[src/rtl/lfu_slot_replacement_defines.svh]
// Assertion macros shared by the LFU slot replacement RTL.
// Depends on nothing; included by the modules that carry assertions.
`ifndef LFU_SLOT_REPLACEMENT_DEFINES_SVH
`define LFU_SLOT_REPLACEMENT_DEFINES_SVH

// Same-cycle implication, disabled during reset.
`define LFUSR_ASSERT_IMPL(label, clk, rst, ante, cons, msg) \
   label: assert property (@(posedge clk) disable iff (rst) (ante) |-> (cons)) \
      else $error(msg);

// Next-cycle implication, disabled during reset.
`define LFUSR_ASSERT_NEXT(label, clk, rst, ante, cons, msg) \
   label: assert property (@(posedge clk) disable iff (rst) (ante) |=> (cons)) \
      else $error(msg);

`endif

[src/rtl/lfusr_pkg.sv]
// Constants and types for the LFU slot replacement block.
// Depends on nothing; used by lfu_slot_replacement.
`timescale 1ns / 1ps
`default_nettype none

package lfusr_pkg;

   localparam int BIN_WIDTH  = 7;
   localparam int NUM_BINS   = 1 << BIN_WIDTH;
   localparam int NUM_SLOTS  = 4;
   localparam int COUNT_BITS = 16;
   localparam int SLOT_BITS  = (NUM_SLOTS > 1) ? $clog2(NUM_SLOTS) : 1;
   localparam int FILL_BITS  = $clog2(NUM_SLOTS + 1);
   localparam int OUT_SLOT_BITS = 2;

   typedef logic [BIN_WIDTH-1:0]  bin_type;
   typedef logic [COUNT_BITS-1:0] count_type;
   typedef logic [SLOT_BITS-1:0]  slot_type;
   typedef logic [FILL_BITS-1:0]  fill_type;

   localparam count_type COUNT_MAX = {COUNT_BITS{1'b1}};
   localparam fill_type  FILL_FULL = FILL_BITS'(NUM_SLOTS);

endpackage

`default_nettype wire

[src/rtl/lfu_slot_replacement.sv]
// LFU slot replacement: request counting table plus a small set of slots.
// Depends on lfusr_pkg and lfu_slot_replacement_defines.svh.
`timescale 1ns / 1ps
`default_nettype none

`include "lfu_slot_replacement_defines.svh"

// Channel  Ports                                               Direction
// req      req_valid, req_stall, req_bin_number                in  (bin requested)
// rsp      rsp_valid, rsp_stall, rsp_hit, rsp_slot_used,       out (one item per req)
//          rsp_evicted_valid, rsp_evicted_bin
//
// Throughput is one item per cycle unless rsp stalls; rsp_valid is registered.
// The count table read is the pacing element: one read at accept, one write on advance.
// Reset clears all request counts at once through per-bin valid bits; no clearing pass.
// A stall on rsp holds the result register, then the working stage, then req.
module lfu_slot_replacement (
   input  wire logic                                clock,
   input  wire logic                                reset,
   input  wire logic                                req_valid,
   output logic                                     req_stall,
   input  wire logic [lfusr_pkg::BIN_WIDTH-1:0]     req_bin_number,
   output logic                                     rsp_valid,
   input  wire logic                                rsp_stall,
   output logic                                     rsp_hit,
   output logic [lfusr_pkg::OUT_SLOT_BITS-1:0]      rsp_slot_used,
   output logic                                     rsp_evicted_valid,
   output logic [lfusr_pkg::BIN_WIDTH-1:0]          rsp_evicted_bin
);

   // Handshake and flow control
   logic accept;
   logic advance;
   logic s1_valid_ff, s1_valid_in;
   lfusr_pkg::bin_type s1_bin_ff;

   // Count table: memory plus per-bin valid bits (cleared entry reads as zero)
   lfusr_pkg::count_type count_mem [lfusr_pkg::NUM_BINS];
   logic [lfusr_pkg::NUM_BINS-1:0] count_vld_ff;
   lfusr_pkg::count_type rd_raw_ff;
   logic rd_vld_ff;
   logic fwd_ff;
   lfusr_pkg::count_type fwd_data_ff;
   lfusr_pkg::count_type cur_count;
   lfusr_pkg::count_type new_count;

   // Slots: resident bin and a shadow copy of its request count
   lfusr_pkg::bin_type   slot_bin_ff   [lfusr_pkg::NUM_SLOTS];
   lfusr_pkg::count_type slot_count_ff [lfusr_pkg::NUM_SLOTS];
   lfusr_pkg::fill_type  slots_filled_ff, slots_filled_in;

   // Decision logic
   logic [lfusr_pkg::NUM_SLOTS-1:0] hit_vec;
   logic hit_any;
   logic full;
   lfusr_pkg::slot_type hit_slot;
   lfusr_pkg::slot_type victim;
   lfusr_pkg::count_type victim_count;
   lfusr_pkg::bin_type victim_bin;
   lfusr_pkg::slot_type target;
   logic evict;

   // Result register
   logic rsp_valid_ff, rsp_valid_in;
   logic rsp_hit_ff;
   logic [lfusr_pkg::OUT_SLOT_BITS-1:0] rsp_slot_ff;
   logic rsp_evicted_valid_ff;
   lfusr_pkg::bin_type rsp_evicted_bin_ff;

   // Advance the working stage when the result register is free or draining.
   assign advance   = s1_valid_ff && (!rsp_valid_ff || !rsp_stall);
   assign req_stall = s1_valid_ff && !advance;
   assign accept    = req_valid && !req_stall;

   always_comb begin
      s1_valid_in = s1_valid_ff;
      if (accept) begin
         s1_valid_in = 1'b1;
      end else if (advance) begin
         s1_valid_in = 1'b0;
      end
   end

   always_ff @(posedge clock) begin
      if (reset) begin
         s1_valid_ff <= 1'b0;
      end else begin
         s1_valid_ff <= s1_valid_in;
      end
   end

   always_ff @(posedge clock) begin
      if (accept) begin
         s1_bin_ff <= req_bin_number;
      end
   end

   // Count table memory: read at accept, write back on advance.
   always_ff @(posedge clock) begin
      if (advance) begin
         count_mem[s1_bin_ff] <= new_count;
      end
      if (accept) begin
         rd_raw_ff <= count_mem[req_bin_number];
      end
   end

   // Valid bits clear the whole table at once on reset.
   always_ff @(posedge clock) begin
      if (reset) begin
         count_vld_ff <= '0;
      end else if (advance) begin
         count_vld_ff[s1_bin_ff] <= 1'b1;
      end
   end

   // Forward a write that lands in the same cycle as the read of that bin.
   always_ff @(posedge clock) begin
      if (accept) begin
         rd_vld_ff   <= count_vld_ff[req_bin_number];
         fwd_ff      <= advance && (s1_bin_ff == req_bin_number);
         fwd_data_ff <= new_count;
      end
   end

   always_comb begin
      if (fwd_ff) begin
         cur_count = fwd_data_ff;
      end else if (rd_vld_ff) begin
         cur_count = rd_raw_ff;
      end else begin
         cur_count = '0;
      end
      // Saturate at the largest count.
      new_count = (cur_count == lfusr_pkg::COUNT_MAX) ? cur_count : cur_count + 1'b1;
   end

   // Hit search over the filled slots, lowest slot first.
   always_comb begin
      hit_slot = '0;
      for (int s = 0; s < lfusr_pkg::NUM_SLOTS; s++) begin
         hit_vec[s] = (lfusr_pkg::FILL_BITS'(s) < slots_filled_ff) &&
                      (slot_bin_ff[s] == s1_bin_ff);
      end
      for (int s = lfusr_pkg::NUM_SLOTS - 1; s >= 0; s--) begin
         if (hit_vec[s]) begin
            hit_slot = lfusr_pkg::SLOT_BITS'(s);
         end
      end
      hit_any = |hit_vec;
      full    = (slots_filled_ff == lfusr_pkg::FILL_FULL);
   end

   // Victim: fewest requests, ties to the lower bin number.
   always_comb begin
      victim       = '0;
      victim_count = slot_count_ff[0];
      victim_bin   = slot_bin_ff[0];
      for (int s = 1; s < lfusr_pkg::NUM_SLOTS; s++) begin
         if ((slot_count_ff[s] < victim_count) ||
             ((slot_count_ff[s] == victim_count) && (slot_bin_ff[s] < victim_bin))) begin
            victim       = lfusr_pkg::SLOT_BITS'(s);
            victim_count = slot_count_ff[s];
            victim_bin   = slot_bin_ff[s];
         end
      end
   end

   always_comb begin
      evict = !hit_any && full;
      if (hit_any) begin
         target = hit_slot;
      end else if (!full) begin
         target = slots_filled_ff[lfusr_pkg::SLOT_BITS-1:0];
      end else begin
         target = victim;
      end
      slots_filled_in = slots_filled_ff;
      if (advance && !hit_any && !full) begin
         slots_filled_in = slots_filled_ff + 1'b1;
      end
   end

   always_ff @(posedge clock) begin
      if (reset) begin
         slots_filled_ff <= '0;
      end else begin
         slots_filled_ff <= slots_filled_in;
      end
   end

   // Keep the resident count copy in step with the table.
   always_ff @(posedge clock) begin
      if (advance) begin
         slot_count_ff[target] <= new_count;
         if (!hit_any) begin
            slot_bin_ff[target] <= s1_bin_ff;
         end
      end
   end

   // Result register: load on advance, drop once taken.
   always_comb begin
      rsp_valid_in = rsp_valid_ff;
      if (advance) begin
         rsp_valid_in = 1'b1;
      end else if (rsp_valid_ff && !rsp_stall) begin
         rsp_valid_in = 1'b0;
      end
   end

   always_ff @(posedge clock) begin
      if (reset) begin
         rsp_valid_ff <= 1'b0;
      end else begin
         rsp_valid_ff <= rsp_valid_in;
      end
   end

   always_ff @(posedge clock) begin
      if (advance) begin
         rsp_hit_ff           <= hit_any;
         rsp_slot_ff          <= lfusr_pkg::OUT_SLOT_BITS'(target);
         rsp_evicted_valid_ff <= evict;
         rsp_evicted_bin_ff   <= evict ? victim_bin : '0;
      end
   end

   assign rsp_valid         = rsp_valid_ff;
   assign rsp_hit           = rsp_hit_ff;
   assign rsp_slot_used     = rsp_slot_ff;
   assign rsp_evicted_valid = rsp_evicted_valid_ff;
   assign rsp_evicted_bin   = rsp_evicted_bin_ff;

   `LFUSR_ASSERT_IMPL(a_hit_unique, clock, reset, s1_valid_ff, $onehot0(hit_vec),
      "requested bin resident in more than one slot")
   `LFUSR_ASSERT_IMPL(a_evict_only_full, clock, reset, rsp_valid_ff && rsp_evicted_valid_ff,
      slots_filled_ff == lfusr_pkg::FILL_FULL, "eviction reported before all slots filled")
   `LFUSR_ASSERT_IMPL(a_hit_no_evict, clock, reset, rsp_valid_ff && rsp_hit_ff,
      !rsp_evicted_valid_ff && (rsp_evicted_bin_ff == '0), "hit reported with an eviction")
   `LFUSR_ASSERT_NEXT(a_fill_step, clock, reset, advance && !hit_any && !full,
      slots_filled_ff == $past(slots_filled_ff) + 1'b1, "slot fill count did not advance")

endmodule

`default_nettype wire

[config.mk]
export PLATFORM = sky130hd
export DESIGN_NAME = lfu_slot_replacement
export DESIGN_NICKNAME = d
export VERILOG_FILES = /design/src/rtl/lfusr_pkg.sv /design/src/rtl/lfu_slot_replacement.sv
export VERILOG_INCLUDE_DIRS = /design/src /design/src/rtl
export SDC_FILE = /design/constraint.sdc
export NUM_CORES = 2
export LEC_CHECK = 0
export ABC_AREA = 1
export BUFFER_PORTS_ARGS = -buffer_cell sky130_fd_sc_hd__clkbuf_2
export CORE_MARGIN = 1
export CORE_UTILIZATION = 43
export DETAILED_ROUTE_END_ITERATION = 8
export PLACE_DENSITY = 0.61
export SETUP_SLACK_MARGIN = 0.5
export SYNTH_ARGS = -nofsm -noshare
export SYNTH_HDL_FRONTEND = slang
export SYNTH_SLANG_ARGS = --single-unit
[constraint.sdc]
create_clock -name clock -period 15.3 [get_ports clock]
set_clock_uncertainty 0.05 [all_clocks]
set_input_delay 1.53 -clock clock [delete_from_list [all_inputs] [get_ports clock]]
set_output_delay 1.53 -clock clock [all_outputs]
set_load 0.01 [all_outputs]
# Yosys cells after proc, flatten, opt, wreduce, memory -nomap -nowiden
# Memory sizes are Yosys's and may differ from the RTL's. A register that Yosys moved wholly into a read port is not among the register bits.
# Index checks and enable logic that the tools add are counted.
# W data, S select, Z words.
dict set report word_totals {
  ff_bits 169
  ramBits 2140
  input_bits 11
  out_inout_bits 13
  mem_count 3
}
# name words width read_ports rd_ports_with_merged_regs wr line_no
set mem_list {}
lappend mem_list {count_mem 128 16 1 1 1 lfu_slot_replacement.sv:38} ;# lfusr_pkg::count_type count_mem [lfusr_pkg::NUM_BINS];
lappend mem_list {slot_count_ff 4 16 4 0 1 lfu_slot_replacement.sv:49} ;# lfusr_pkg::count_type slot_count_ff [lfusr_pkg::NUM_SLOTS];
lappend mem_list {slot_bin_ff 4 7 4 0 1 lfu_slot_replacement.sv:48} ;# lfusr_pkg::bin_type slot_bin_ff [lfusr_pkg::NUM_SLOTS];
dict set report op_classes {
  addsub 2
  n_lt_le_gt_ge 13
  eq_ne 10
  n_mux 30
  bitwise 1
  n_reduce_logical 29
}
# operator count
set op_table {}
lappend op_table {{$or A128 B128 Y128} 1}
lappend op_table {{$mux W16} 5}
lappend op_table {{$eq A16 B16 Y1} 3}
lappend op_table {{$lt A16 B16 Y1} 3}
lappend op_table {{$eq A7 B7 Y1} 5}
lappend op_table {{$lt A7 B7 Y1} 3}
lappend op_table {{$mux W7} 3}
lappend op_table {{$add A16 B1 Y16 const B} 1}
lappend op_table {{$eq A16 B16 Y1 const B} 1}
lappend op_table {{$logic_and A1 B1 Y1} 16}
lappend op_table {{$lt A7 B8 Y1 const B} 2}
lappend op_table {{$mux W2} 8}
lappend op_table {{$mux W1} 12}
lappend op_table {{$bmux W1 S7} 1}
lappend op_table {{$demux W1 S7} 1}
lappend op_table {{$ge A7 B1 Y1 const B} 1}
lappend op_table {{$logic_not A1 Y1} 6}
lappend op_table {{$lt A1 B3 Y1 const A} 2}
lappend op_table {{$lt A2 B3 Y1 const A} 2}
lappend op_table {{$logic_or A1 B1 Y1} 4}
lappend op_table {{$reduce_bool A2 Y1} 2}
lappend op_table {{$reduce_or A4 Y1} 1}
lappend op_table {{$add A3 B1 Y3 const B} 1}
lappend op_table {{$eq A3 B3 Y1 const B} 1}

# Depth between registers and ports, before layout
# An unclocked memory read counts as a cell.
dict set report logic_depth {
  depth_word 15
  mapped_depth 43
}

# Worst setup path after synthesis
# No wires, ideal clock.
dict set report synth_path {
  path_kind {flip-flop to flip-flop}
  from {register fwd_ff}
  to {memory count_mem[0][1] (netlist name), data pin}
  setup_time_ns 1.237
  arrival_ns 6.816
  path_slack_ns 7.198
  path_stages_with_launch 13
  path_buffers 2
  synth_period_minus_slack_ns 8.102
  cell_sequence {edfxtp_1 > buf_2 > inv_1 > nand2_1 > inv_2 > buf_2 > a22oi_1 > inv_1 > ha_1 > nand3_1 > nor2_1 > nand4_1 > o21ai_0}
}
dict set report synth_via {
  elab_chain_cells 3
  word_cells_on_any_way 4
}
# element line_no
set synth_lines {}
lappend synth_lines {{start: declaration} lfu_slot_replacement.sv:42} ;# logic fwd_ff;
lappend synth_lines {{start signal: assignment} lfu_slot_replacement.sv:121} ;# fwd_ff <= advance && (s1_bin_ff == req_bin_number);
lappend synth_lines {{$mux W16 (*)} lfu_slot_replacement.sv:127} ;# if (fwd_ff) begin
lappend synth_lines {{$add A16 B1 Y16 or $eq A16 B16 Y1 (tied branches)} lfu_slot_replacement.sv:135} ;# new_count = (cur_count == lfusr_pkg::COUNT_MAX) ? cur_count : cur_count + 1'b1;
lappend synth_lines {{$mux W16 (*)} lfu_slot_replacement.sv:135}
lappend synth_lines {{net new_count[1]} lfu_slot_replacement.sv:45} ;# lfusr_pkg::count_type new_count;
lappend synth_lines {{end: declaration} lfu_slot_replacement.sv:38}
# The timed path passes the listed nets; every way through them passes the cells marked *.

==> impl_metrics.json <==
{
  "run_status": "complete, no violations",
  "avgSynthCellArea_um2": 12.44,
  "netlist_instances": 7473,
  "root_buffer": "clkbuf_16",
  "dp_hpwl_um": 151700,
  "grt_use_met2": 0.3740,
  "cts_buffers": 226,
  "dieHeight_um": 467.0,
  "clk_latency_ns": 0.88,
  "rr_startpoint": "slot_count_ff[1][15]",
  "powerDensity_nw_per_um2": 132.1,
  "r2r-end": "slot_bin_ff[0][5]",
  "slowest_delay_ns": 0.85,
  "regToRegSetupSlack_ns": 8.00,
  "placedCellCount": 10050,
  "cts_buffer_depth": 3,
  "grt_max_degree": 193,
  "async_flop_share": 0,
  "yosysUniqueCellTypes": 47,
  "fin_total_pwr_w": 0.01379,
  "cts_resized": 0,
  "vias": 61810,
  "setup_tns_ns": 0,
  "clk_pin_slew_ns": 0.06,
  "drcViolationCount": 0,
  "start_util": 0.4331,
  "finalCriticalPeriod_ns": 7.300,
  "antenna_found_initial": 8,
  "wl_um": 270400,
  "grt_pass1_wl_um": 395500,
  "vias_per_cell": 5.900,
  "post-route-period-util": 0.4771,
  "critPathMaxFanout": 44,
  "syn2layout_area_growth_pct": 12.26,
  "synth-seq-cells": 2325,
  "firstDrtPassIters": 7,
  "cts.sink_count": 2325,
  "tightest_slew_ns": 1.315,
  "finalMaxSlewViolations": 0,
  "yosys_warnings": 0,
  "regArea_um2": 68490,
  "drt_iter0_markers": 8121,
  "max-slew-margin-rel": 0.1219,
  "wire_per_inst_um": 25.81,
  "post-route-util": 0.4862,
  "holdPathEnd": "count_vld_ff[29]",
  "yosysSeqAreaShare": 0.7367,
  "pin_count": 24,
  "holdCritStartpoint": "count_vld_ff[29]",
  "syn_area_um2": 92960,
  "fmax_mhz": 137.0,
  "hold_class": "reg2reg",
  "worstPathArrival_ns": 7.74,
  "reg2regPathDepth": 26,
  "setup_viol": 0,
  "met3_usage": 0.03930,
  "fillCellCount": 18440,
  "core_um2": 214600,
  "min_path_cells": 2,
  "grt.busiest_layer": "met2",
  "grt_pass1_vias": 57640,
  "nNetsFinal": 7521,
  "use_met1": 0.3485,
  "drv_cap": 0,
  "yosys-top-cells-area": "edfxtp_1, o21ai_0, nor2_1",
  "finalNonFillerCells": 10480,
  "io_buffers": 23,
  "ys.flop_type": "edfxtp_1",
  "htreeDepth": 4,
  "die-area_um2": 218000,
  "drive_gt1_frac": 0.08997,
  "final-hold-violation-count": 0,
  "syn-num-nets": 7553,
  "yosysTopAreaCellShare": 0.7081,
  "yosysTopAreaCell": "edfxtp_1",
  "globalRouteTotalUtil": 0.2447,
  "peakVddDrop_uv": 133.9,
  "required_ns": 15.74,
  "grt-ovfl-total": 0,
  "drt.antenna.violating_nets": 0,
  "placementRows": 170,
  "cts_tree": "yes",
  "cts_hold_buf": 0,
  "layout_commonest_cell": "edfxtp_1",
  "die_w_um": 467.0,
  "critPathCaptureType": "flop",
  "critPathKind": "reg2reg",
  "rsz0062_at_grt": "no",
  "cpMaxStageDelayCell": "nor3_1",
  "post_cts_buffers": 0,
  "final_cell_mix": "edfxtp_1, nor2_1, o21ai_0",
  "p_leak_nw": 34.03,
  "synth_edf_count": 2192,
  "gp_congestion": 0.8874,
  "start_kind": "flop",
  "multi_input_area_um2": 22130
}
==> sequential cells by signal (all words and copies together) (netlist names) <==
name and count:
slot_count_ff 64, count_vld_ff 128, rsp_evicted_bin 7, s1_valid_ff 1, fwd_data_ff 16, slots_filled_ff 3
s1_bin_ff 7, count_mem 2048, rsp_hit 1, rsp_slot_used 2, rd_vld_ff 1, rsp_evicted_valid 1
rd_raw_ff 16, fwd_ff 1, rsp_valid 1, slot_bin_ff 28
==> metal layers <==
metal | wire length, um | vias up
met5 | 218 | -
met4 | 11220 | 6
met3 | 24180 | 423
met2 | 122600 | 2952
met1 | 112200 | 30990
li1 | - | 27440
==> worst max-delay path by stage <==
| stage | start | endpoint | depth (start not counted) | slack, ns |
|---|---|---|---|---|
| 3_5_place_dp | slot_count_ff[1][15] | slot_bin_ff[0][0] | 27 | 7.97 |
| 5_1_grt | slot_count_ff[1][15] | slot_bin_ff[0][5] | 26 | 7.35 |
| 3_3_place_gp | slot_count_ff[1][11] | slot_bin_ff[0][0] | 26 | 8.10 |
| 6_report | slot_count_ff[1][15] | slot_bin_ff[0][5] | 26 | 8.00 |
| 4_1_cts | slot_count_ff[1][15] | slot_bin_ff[0][5] | 27 | 7.95 |
| 2_1_floorplan | fwd_ff | count_mem[0][1] | 12 | 7.20 |
==> through the flow <==
step / area [um^2] / setup WS [ns] / hold slack, ns
floorplan: 92960 / 7.198 / 0.3849
finish: 104400 / 8.000 / 0.4068
global placement: 96790 / 8.097 / 0.3925
global route: 104400 / 7.350 / 0.4232
CTS: 104400 / 7.955 / 0.4068
detailed placement: 96790 / 7.971 / 0.3972
==> critical path, delay by kind of cell, from the launching register on <==
kind	cells	cell delay [ns]
compound gates	8	2.12
fa+ha+maj	3	1.00
buf+inv	2	0.69
flops	1	0.39
simple gates	13	2.64
==> cells by family (layout without fill, tap and decap cells) <==
kind of cell               count (synthesis)  in the layout  share of synthesized area
xor gates and xnor gates                  28             28                   0.002638
and+or+nand+nor                         2059           2059                    0.08462
DFF                                     2325           2325                     0.7367
buffers and inverters                    671            834                    0.02773
adders and majority gates                 69             69                   0.009287
other                                      0              2                          0
AOI/OAI and AO/OA                       2321           2321                     0.1390
==> where the power goes <==
part / leakage, nW / switching (W) / internal, W
combinational: 9.12 / 0.000812 / 0.000212
clock: 3.68 / 0.00243 / 0.00322
sequential: 21.2 / 0.0000129 / 0.00709
total: 34.0 / 0.00326 / 0.0105
==> Yosys cell counts (2+ instances only) <==
library cell and n:
buf_1 34, a221oi_1 2, ha_1 69, nand4_1 9, nor3_1 7, clkbuf_1 440
a2111oi_0 2, o31ai_1 5, a21o_1 2, xor2_1 16, nand2_1 197, or2_2 4
inv_1 151, a211oi_2 2, o21bai_1 2, buf_2 41, a22oi_1 8, o21ba_2 41
nand3_1 23, nor2_1 1797, nor2_2 4, nor4_1 7, dfxtp_1 133, o32ai_1 37
o21ai_0 1462, edfxtp_1 2192, o22ai_1 661, a31oi_1 2, a22o_1 8, a21oi_1 80
nand2_2 5, inv_2 3, nand3b_1 2, xnor2_1 12
==> cell type report <==
class                      instances  share of cell area
sequential                      2325              0.6563
multi-input combinational       4477              0.2120
clock inverter                   134             0.01364
inverter                         155            0.005839
clock buffer                     289             0.05879
timing repair buffer             256             0.01935
antenna                            2          0.00004796
tap                             2838             0.03403
No activity file was read; power rests on OpenSTA's default activity.
